==> src/sv/b64_pkg.sv <==
package b64_pkg;

  localparam int unsigned ResPerItem = 4;
  localparam logic [7:0]  PadChar    = 8'h3d;  // '='

  typedef struct packed {
    logic [7:0] data;
    logic       valid;
    logic       last;
  } res_t;

  // Symbol alphabet: a-z (0..25), A-Z (26..51), 0-9 (52..61), '+', '/'.
  function automatic logic [7:0] enc_sym(input logic [5:0] v);
    logic [7:0] c;
    if (v < 6'd26) begin
      c = 8'(8'h61 + {2'b00, v});
    end else if (v < 6'd52) begin
      c = 8'(8'h41 + {2'b00, v} - 8'd26);
    end else if (v < 6'd62) begin
      c = 8'(8'h30 + {2'b00, v} - 8'd52);
    end else if (v == 6'd62) begin
      c = 8'h2b;
    end else begin
      c = 8'h2f;
    end
    return c;
  endfunction

  // Returns {ok, value}; ok is low for '=' and for any character outside the alphabet.
  function automatic logic [6:0] dec_sym(input logic [7:0] c);
    logic [6:0] r;
    if (c inside {[8'h61:8'h7a]}) begin
      r = {1'b1, 6'(c - 8'h61)};
    end else if (c inside {[8'h41:8'h5a]}) begin
      r = {1'b1, 6'(c - 8'h41 + 8'd26)};
    end else if (c inside {[8'h30:8'h39]}) begin
      r = {1'b1, 6'(c - 8'h30 + 8'd52)};
    end else if (c == 8'h2b) begin
      r = {1'b1, 6'd62};
    end else if (c == 8'h2f) begin
      r = {1'b1, 6'd63};
    end else begin
      r = 7'd0;
    end
    return r;
  endfunction

endpackage

==> src/sv/base64_codec.sv <==
// Streaming base64 codec (alphabet order a-z, A-Z, 0-9, '+', '/'). With decode_mode
// low, bytes are packed three at a time into four characters, and a short group at
// end of stream is padded with '='. With decode_mode high, characters are mapped back
// to 6-bit symbols and every four symbols give three bytes; the first '=' or
// non-alphabet character stops decoding until end of stream, and a short final group
// gives one byte fewer than its symbol count. Every request marked end_of_stream yields
// a final result with out_last_o set, carrying no byte (out_valid_o low) if nothing was
// pending. A request is taken and all of its results are written at once into an
// eight-entry result queue; the queue drains one result per cycle while res_ready_i
// is high, so the output port sets the rate: one request per cycle while decoding
// (three bytes per four characters), and three bytes per four characters sent
// while encoding. The input is ready whenever the queue holds at most four results,
// so requests keep flowing while earlier results wait on the output. Writing the mode
// register clears any group in progress and is meant for an idle block.
module base64_codec
  import b64_pkg::*;
(
  input  logic       clk_i,
  input  logic       rst_ni,
  // Configuration: decode_mode register.
  input  logic       cfg_we_i,
  input  logic       cfg_wdata_i,
  // Input requests.
  input  logic       in_valid_i,
  output logic       in_ready_o,
  input  logic [7:0] data_byte_i,
  input  logic       has_byte_i,
  input  logic       end_of_stream_i,
  // Results.
  output logic       res_valid_o,
  input  logic       res_ready_i,
  output logic [7:0] out_byte_o,
  output logic       out_valid_o,
  output logic       out_last_o
);

  localparam int unsigned QDepth = 2 * ResPerItem;

  // Codec state.
  logic        mode_q;
  logic [17:0] bits_q, bits_d;
  logic [1:0]  cnt_g_q, cnt_g_d;
  logic        stop_q, stop_d;

  // Result queue: entry 0 is the head; entries shift down as results are taken.
  res_t        q_q [QDepth];
  res_t        q_d [QDepth];
  logic [3:0]  qcnt_q, qcnt_d;

  res_t        r [ResPerItem];
  logic [2:0]  n;
  logic        acc, pop;
  logic [23:0] w;
  logic [6:0]  dv;
  logic [3:0]  base;

  assign in_ready_o  = (qcnt_q <= 4'(ResPerItem));
  assign acc         = in_valid_i && in_ready_o;
  assign res_valid_o = (qcnt_q != 4'd0);
  assign pop         = res_valid_o && res_ready_i;
  assign out_byte_o  = q_q[0].data;
  assign out_valid_o = q_q[0].valid;
  assign out_last_o  = q_q[0].last;

  assign dv = dec_sym(data_byte_i);

  // Per-request datapath: next group state and up to four results.
  always_comb begin
    bits_d  = bits_q;
    cnt_g_d = cnt_g_q;
    stop_d  = stop_q;
    n       = 3'd0;
    w       = 24'd0;
    for (int i = 0; i < ResPerItem; i++) begin
      r[i] = '{data: 8'h00, valid: 1'b0, last: 1'b0};
    end

    if (!mode_q) begin
      if (has_byte_i && cnt_g_q >= 2'd2) begin
        // Third byte completes a group: four characters.
        w    = {bits_q[15:0], data_byte_i};
        r[0] = '{data: enc_sym(w[23:18]), valid: 1'b1, last: 1'b0};
        r[1] = '{data: enc_sym(w[17:12]), valid: 1'b1, last: 1'b0};
        r[2] = '{data: enc_sym(w[11:6]),  valid: 1'b1, last: 1'b0};
        r[3] = '{data: enc_sym(w[5:0]),   valid: 1'b1, last: 1'b0};
        n       = 3'd4;
        bits_d  = 18'd0;
        cnt_g_d = 2'd0;
      end else begin
        if (has_byte_i) begin
          bits_d  = {bits_q[9:0], data_byte_i};
          cnt_g_d = 2'(cnt_g_q + 2'd1);
        end
        if (end_of_stream_i && cnt_g_d == 2'd1) begin
          w    = {bits_d[7:0], 16'h0000};
          r[0] = '{data: enc_sym(w[23:18]), valid: 1'b1, last: 1'b0};
          r[1] = '{data: enc_sym(w[17:12]), valid: 1'b1, last: 1'b0};
          r[2] = '{data: PadChar, valid: 1'b1, last: 1'b0};
          r[3] = '{data: PadChar, valid: 1'b1, last: 1'b0};
          n    = 3'd4;
        end else if (end_of_stream_i && cnt_g_d >= 2'd2) begin
          w    = {bits_d[15:0], 8'h00};
          r[0] = '{data: enc_sym(w[23:18]), valid: 1'b1, last: 1'b0};
          r[1] = '{data: enc_sym(w[17:12]), valid: 1'b1, last: 1'b0};
          r[2] = '{data: enc_sym(w[11:6]),  valid: 1'b1, last: 1'b0};
          r[3] = '{data: PadChar, valid: 1'b1, last: 1'b0};
          n    = 3'd4;
        end
      end
    end else begin
      if (has_byte_i && !stop_q) begin
        if (!dv[6]) begin
          stop_d = 1'b1;
        end else if (cnt_g_q == 2'd3) begin
          w    = {bits_q, dv[5:0]};
          r[0] = '{data: w[23:16], valid: 1'b1, last: 1'b0};
          r[1] = '{data: w[15:8],  valid: 1'b1, last: 1'b0};
          r[2] = '{data: w[7:0],   valid: 1'b1, last: 1'b0};
          n       = 3'd3;
          bits_d  = 18'd0;
          cnt_g_d = 2'd0;
        end else begin
          bits_d  = {bits_q[11:0], dv[5:0]};
          cnt_g_d = 2'(cnt_g_q + 2'd1);
        end
      end
      if (end_of_stream_i && cnt_g_d == 2'd2) begin
        r[0] = '{data: bits_d[11:4], valid: 1'b1, last: 1'b0};
        n    = 3'd1;
      end else if (end_of_stream_i && cnt_g_d == 2'd3) begin
        r[0] = '{data: bits_d[17:10], valid: 1'b1, last: 1'b0};
        r[1] = '{data: bits_d[9:2],   valid: 1'b1, last: 1'b0};
        n    = 3'd2;
      end
    end

    if (end_of_stream_i) begin
      // Empty end still gives one result to carry the last flag.
      if (n == 3'd0) begin
        n = 3'd1;
      end
      r[2'(n - 3'd1)].last = 1'b1;
      bits_d  = 18'd0;
      cnt_g_d = 2'd0;
      stop_d  = 1'b0;
    end
  end

  // Result queue update: shift out the head, then append this request's results.
  always_comb begin
    for (int i = 0; i < QDepth; i++) begin
      q_d[i] = q_q[i];
    end
    if (pop) begin
      for (int i = 0; i < QDepth - 1; i++) begin
        q_d[i] = q_q[i + 1];
      end
    end
    base = 4'(qcnt_q - {3'd0, pop});
    if (acc) begin
      for (int i = 0; i < ResPerItem; i++) begin
        if (3'(i) < n) begin
          q_d[3'(base + 4'(i))] = r[i];
        end
      end
    end
    qcnt_d = 4'(base + ((acc) ? {1'b0, n} : 4'd0));
  end

  always_ff @(posedge clk_i or negedge rst_ni) begin
    if (!rst_ni) begin
      mode_q  <= 1'b0;
      bits_q  <= 18'd0;
      cnt_g_q <= 2'd0;
      stop_q  <= 1'b0;
      qcnt_q  <= 4'd0;
    end else begin
      qcnt_q <= qcnt_d;
      if (cfg_we_i) begin
        // A mode write aborts any stream in progress.
        mode_q  <= cfg_wdata_i;
        bits_q  <= 18'd0;
        cnt_g_q <= 2'd0;
        stop_q  <= 1'b0;
      end else if (acc) begin
        bits_q  <= bits_d;
        cnt_g_q <= cnt_g_d;
        stop_q  <= stop_d;
      end
    end
  end

  always_ff @(posedge clk_i) begin
    for (int i = 0; i < QDepth; i++) begin
      q_q[i] <= q_d[i];
    end
  end

endmodule

==> config.mk <==
export PLATFORM = sky130hd
export DESIGN_NAME = base64_codec
export DESIGN_NICKNAME = d
export VERILOG_FILES = /design/src/sv/b64_pkg.sv /design/src/sv/base64_codec.sv
export SDC_FILE = /design/constraint.sdc
export NUM_CORES = 1
export LEC_CHECK = 0
export ABC_AREA = 1
export BUFFER_PORTS_ARGS = -buffer_cell sky130_fd_sc_hd__buf_2
export CORE_MARGIN = 5
export CORE_UTILIZATION = 31
export CTS_CLUSTER_SIZE = 28
export DETAILED_ROUTE_END_ITERATION = 7
export PLACE_DENSITY_LB_ADDON = 0.05
export RECOVER_POWER = 50
export SKIP_CTS_REPAIR_TIMING = 1
export SYNTH_ARGS = -nofsm -noshare
export SYNTH_HDL_FRONTEND = slang
export SYNTH_SLANG_ARGS = --single-unit
==> constraint.sdc <==
create_clock -name clk_i -period 8.6 [get_ports clk_i]
set_input_delay 1.29 -clock clk_i [delete_from_list [all_inputs] [get_ports clk_i]]
set_output_delay 1.29 -clock clk_i [all_outputs]
set_load 0.01 [all_outputs]
# [Word level (Yosys, flattened, before mapping)]
# Memories as Yosys holds them, arrays and structs flattened.
# Index checks and enable logic that the tools add are counted.
[word_totals] ram_bits=80 reg_bits=26 output_inout_bits=12 wordCells=279 n_memories=1
[op_classes] order_cmp=50 n_mux=117 addsub=57 n_reduce_logical=26 eq_ne=16 n_bitwise=5
[memory_table] memory="q_q" depth=8 width=10 rd=8 rd_clocked_by_memory_dff=0 wr=8 line="base64_codec.sv:46" rtl="res_t q_q [QDepth];"
[ops] op="80-bit 2-to-1 mux" n=8
[ops] op="80-bit bitwise mux" n=4
[ops] op="8-bit 2-to-1 mux" n=27
[ops] op="18-bit 2-to-1 mux" n=11
[ops] op="40-bit 2-to-1 mux" n=4
[ops] op="7-bit by 6-bit adder with 8-bit output, first input constant" n=18
[ops] op="10-bit demux with 3-bit select" n=4
[ops] op="30-bit 2-to-1 mux" n=4
[ops] op="6-bit less-than comparator, second input constant" n=18
[ops] op="7-bit by 6-bit subtractor with 8-bit output, second input constant" n=9
[ops] op="8-bit by 5-bit subtractor with 8-bit output, second input constant" n=9
[ops] op="10-bit 2-to-1 mux" n=7
[ops] op="70-bit 2-to-1 mux" n=1
[ops] op="6-bit by 6-bit adder with 7-bit output, first input constant" n=9
[ops] op="6-bit by 5-bit less-than comparator with 1-bit output, second input constant" n=9
[ops] op="3-bit 2-to-1 mux" n=17
[ops] op="6-bit == test, second input constant" n=7
[ops] op="40-bit bitwise mux" n=1
[ops] op="7-bit 2-to-1 mux" n=5
[ops] op="2-bit 2-to-1 mux" n=15
[ops] op="10-bit demux with 2-bit select" n=1
[ops] op="20-bit 2-to-1 mux" n=1
[ops] op="8-bit by 6-bit == test with 1-bit output, second input constant" n=2
[ops] op="4-bit >= comparator, second input constant" n=4
[ops] op="other kinds (38)" n=76

# [Depth between registers and ports, before layout]
[depth] word_depth=37 mapped_depth=29

# [Worst setup path before layout]
# Ideal clock, no wire load.
[synth_timing] path_kind="input port to flip-flop" from="input data_byte_i[7]" to="register qcnt_q[2]" n_path_buf=1 setup_ps=122 t_required_ps=8478 stages=21 path_slack_ps=4618 arrival_time_ps=3860 cell_sequence="buf_2 > inv_2 > ha_1 > inv_1 > nor3_1 > nand2_1 > nor2_2 > inv_1 > nand2_1 > nor2_2 > nor2_8 > nand3_4 > nand2_1 > inv_2 > nand2_2 > nand3_2 > nor2_1 > a211oi_1 > ha_1 > fa_1 > xor2_1"
[synth_via] elab_chain_len=20
[synth_rtl] element="start, declared" line="base64_codec.sv:26" rtl="input logic [7:0] data_byte_i,"
[synth_rtl] element="branches (longest 5 deep; another with 8-bit by 6-bit >= comparator with 1-bit output)"
[synth_rtl] element="7-bit 2-to-1 mux (*)" line="b64_pkg.sv:32" rtl="if (c inside {[8'h61:8'h7a]}) begin"
[synth_rtl] element="2-bit 2-to-1 mux" line="base64_codec.sv:112" rtl="if (!dv[6]) begin"
[synth_rtl] element="2-bit 2-to-1 mux" line="base64_codec.sv:111" rtl="if (has_byte_i && !stop_q) begin"
[synth_rtl] element="2-bit 2-to-1 mux" line="base64_codec.sv:78" rtl="if (!mode_q) begin"
[synth_rtl] element="2-bit == test" line="base64_codec.sv:130" rtl="end else if (end_of_stream_i && cnt_g_d == 2'd3) begin"
[synth_rtl] element="1-bit logical AND" line="base64_codec.sv:130"
[synth_rtl] element="3-bit 2-to-1 mux" line="base64_codec.sv:130"
[synth_rtl] element="3-bit 2-to-1 mux (*)" line="base64_codec.sv:127" rtl="if (end_of_stream_i && cnt_g_d == 2'd2) begin"
[synth_rtl] element="3-bit 2-to-1 mux (*)" line="base64_codec.sv:78"
[synth_rtl] element="3-bit zero test" line="base64_codec.sv:139" rtl="if (n == 3'd0) begin"
[synth_rtl] element="3-bit 2-to-1 mux" line="base64_codec.sv:139"
[synth_rtl] element="3-bit 2-to-1 mux" line="base64_codec.sv:137" rtl="if (end_of_stream_i) begin"
[synth_rtl] element="3-bit 2-to-1 mux (*)" line="base64_codec.sv:137"
[synth_rtl] element="3-bit 2-to-1 mux (*)" line="base64_codec.sv:167" rtl="qcnt_d = 4'(base + ((acc) ? {1'b0, n} : 4'd0));"
[synth_rtl] element="4-bit by 3-bit adder with 4-bit output (*)" line="base64_codec.sv:167"
[synth_rtl] element="net qcnt_d[2]" line="base64_codec.sv:48" rtl="logic [3:0] qcnt_q, qcnt_d;"
[synth_rtl] element="end signal, assigned" line="base64_codec.sv:178" rtl="qcnt_q <= qcnt_d;"
[synth_rtl] element="end, declared" line="base64_codec.sv:48"
# Mark *: on every way through the listed nets, which the timed path passes. The select of a mux whose other input is x is not followed.
# A chain may end at the register's enable or synchronous reset.

==> impl_results.md <==
- Netlist cell types: 58
- Num CTS Buffers: 9
- Finished Core Util: 33.3%
- Port buffer count: 27
- Fin Hold WS: 0.584 ns
- Max Root-Sink Buffers: 2
- Setup WS post-layout: 1.64 ns
- Worst Setup End Kind: flip-flop
- Synth Area per Inst: 5.48 um2
- Clk root buf: clkbuf_16
- Synth warnings: 0
- Max_cap viols: 4
- Rel. slew slack: -111%
- Setup_tns: 0 ns
- Die X: 220 um
- Crit-path cells: clkbuf_1 > inv_1 > nor2_1 > clkinv_1 > nor2_1 > nand3_4 > nand2_1 > inv_2 > nand2_2 > nand3_1 > nand3_2 > buf_4 > nand2_1 > a21oi_1 > o21ai_0 > a21oi_1 > nor2_1
- Top delay family on crit path: simple AND/OR/NAND/NOR gates
- Power density cells: 270 mW/mm2
- Netlist Area Pre-Place: 0.0136 mm2
- CORE AREA: 0.0433 mm2
- Pins Over Slew Limit: 165
- Buf+Inv Stages, Crit Path: 5
- Drt pass-1 iters: 7
- Die Y: 220 um
- IO Pins: 28
- Largest net degree at the start of global routing: 66
- Crit-path max FO: 35
- Slew @ Worst Pin: 3.16 ns
- H-tree lvl count: 3
- CTS tree: done
- CP startpoint kind: input port
- CP max-delay cell: clkbuf_1
- Status: finished with violations
- Fmax: 144 MHz
- Maximum vdd drop: 0.231 mV
- Clk sinks: 106
- Syn nets: 2555
- Pre-CTS setup slack: 2.51 ns
- Crit Path Category: input port to flip-flop
- Antenna Nets Post-Route: 0
- Diodes inserted: 0
- Drt via density: 5.29
- Register area: 0.00235 mm2
- Final setup vio count: 0
- Pleak: 7.36 nW
- Post-Route WL: 63000 um
- Minimum clock period after layout: 6.96 ns
- Period utilization: 80.9%
- Fill cell count: 5072
- Final #Nets: 2517
- CP most frequent cell: nor2_1
- Skew final: 0.0102 ns
- Global-route wire length before repair: 95000 um
- Arrival time of the worst setup path: 7.10 ns
- Vias in the first global route: 14700
- HPWL after DPL: 46200 um
- Unrepaired setup endpoints after global routing: no
- Drc violations: 0
- GP Congestion: 0.894
- Mapped Cells: 2486
- Gr ovfl total: 0
- Worst-path clk slew: 0.08 ns
- Avg WL per Cell: 20.7 um
- Layout cells sized above 1: 6.85%
- Die area: 0.0482 mm2
- Clock latency on the worst-skew pair: 0.39 ns
- Antenna violations before repair: 1
- FF+latch count, synth: 106
- Seq/Total Area, Yosys: 17.3%
- Slowest cell delay on critical path: 1.30 ns
- Violated checks: max-capacitance violations, max-slew violations
- Initial core utilization: 31.5%
- Initial DRC count: 1417
- Hold Crit Class: flip-flop to flip-flop
- Global-route usage over all layers: 25.8%
- Multi-input logic area: 0.00938 mm2
- Final Hold Fails: 0
- # rows: 76
- Area Overhead vs Synth: 5.96%
- DR vias: 16100
- CP required: 8.75 ns
final cells by class:
cell class,count,area share (%)
sequential,106,16.3
clock inverter,6,0.434
clock buffer,10,1.66
multi-input combinational,1919,65.0
inverter,358,9.33
timing repair buffer,54,2.17
tap,585,5.07
cells by family after synthesis:
family                   Yosys count  share of synthesized area [%]
AO/OA/AOI/OAI                    498                           20.4
adder cells (fa/ha/maj)           53                           4.93
multiplexers                       2                          0.147
buffers and inverters            461                           13.6
flip-flops                       106                           17.3
XOR/XNOR                          34                           2.19
AND/OR/NAND/NOR                 1332                           41.5
layout by cell type (no fill, tap or decap), types with 3 or more instances in the layout:
cell	synthesis	routed
clkbuf_1	57	16
dfrtp_1	26	26
nand2_4	14	13
buf_2	21	13
inv_1	316	317
a22oi_1	8	8
a21oi_1	152	152
xor2_1	22	22
edfxtp_1	10	10
or2_2	28	28
o21ai_1	23	24
nand2_2	10	9
o211ai_1	30	30
nand2_1	884	887
dfxtp_1	70	70
o22ai_1	18	18
buf_4	18	25
nand3_1	159	160
o21ai_0	213	212
o21ai_2	14	14
clkbuf_16	0	9
nor3_1	29	26
ha_1	52	52
nor2_2	7	7
a311oi_1	3	3
nor2_4	4	4
nor3_2	1	4
inv_2	31	29
a31oi_1	11	11
a211oi_1	3	3
nor2_1	165	166
nand4_1	21	21
xnor2_1	12	12
o21bai_1	4	4
clkinv_1	10	12
report_power, final:
group	switching (mW)	internal (mW)	total, mW	leakage, nW
registers	0.116	0.736	0.852	1.03
logic	1.75	0.821	2.58	6.18
clock network	0.232	0.236	0.468	0.151
total	2.10	1.79	3.89	7.36
Yosys cell counts, drive strengths merged:
cell type  number  area (um2)
buf            46         289
a41oi           1        8.76
or2            28         175
a31oi          11        68.8
nand3         163         843
clkbuf         57         214
clkinv         10        37.5
nor3           30         155
a21oi         153         777
a21o            2        15.0
xnor2          12         105
a311oi          3        26.3
xor2           22         193
o32ai           2        17.5
o211a           1        10.0
ha             52         651
nor2          178         748
a21boi          2        15.0
o21ai         250        1300
o31ai           2        15.0
a221oi          1        8.76
a22oi           8        60.1
o2111ai         2        17.5
dfrtp          26         651
nand4          21         131
nor4            1        6.26
fa              1        20.0
o21bai          4        30.0
o22ai          18         113
nand3b          1        7.51
inv           348        1310
a2111oi         2        17.5
a211oi          3        22.5
dfxtp          70        1400
a211o           1        8.76
edfxtp         10         300
o221ai          2        17.5
mux2i           2        20.0
nand2         910        3580
o211ai         30         225
per-layer routing:
| layer | vias up | track usage, % | part of all wire, % |
|---|---|---|---|
| met4 | 0 | 4.92 | 1.8 |
| met1 | 7585 | 39.4 | 49 |
| met2 | 563 | 38.6 | 43 |
| met3 | 70 | 3.83 | 6.6 |
| li1 | 7868 | - | - |
| met5 | - | 0 | 0 |
tightest hold or removal path: cells and delay by family (launching register included):
| kind | cells | cell delay [ns] |
|---|---|---|
| AOI/OAI and AO/OA | 1 | 0.08 |
| buffers and inverters | 1 | 0.06 |
| DFF | 1 | 0.41 |
stage by stage:
step / area [um2] / instances / total power, mW
finish: 14400 / 3038 / 3.89
global route: 14400 / 3038 / 4.29
CTS: 14500 / 3038 / 3.89
detailed placement: 14200 / 3022 / 3.40
global placement: 14200 / 3022 / 3.40
floorplan: 13600 / 2486 / 2.71
flip-flops by register name (all words and copies together), names as in the netlist:
name     flops
mode_q       1
qcnt_q       4
bits_q      18
stop_q       1
cnt_g_q      2
q_q         80
final timing paths:
kind	from	to	slack, ns	depth (start not counted)
hold / removal	bits_q[17]$_DFFE_PN0P_	bits_q[17]$_DFFE_PN0P_	0.58	2
setup / recovery	has_byte_i	q_q[1][34]$_DFFE_PP_	1.64	17
min in group asynchronous	rst_ni	qcnt_q[3]$_DFF_PN0_	1.33	1
max in group asynchronous	rst_ni	bits_q[8]$_DFFE_PN0N_	6.30	1
hold reg to reg	bits_q[17]$_DFFE_PN0P_	bits_q[17]$_DFFE_PN0P_	0.58	2
setup reg to reg	mode_q$_DFFE_PN0P_	q_q[1][36]$_DFFE_PP_	3.13	15
Power figures use the tool's default switching activity.
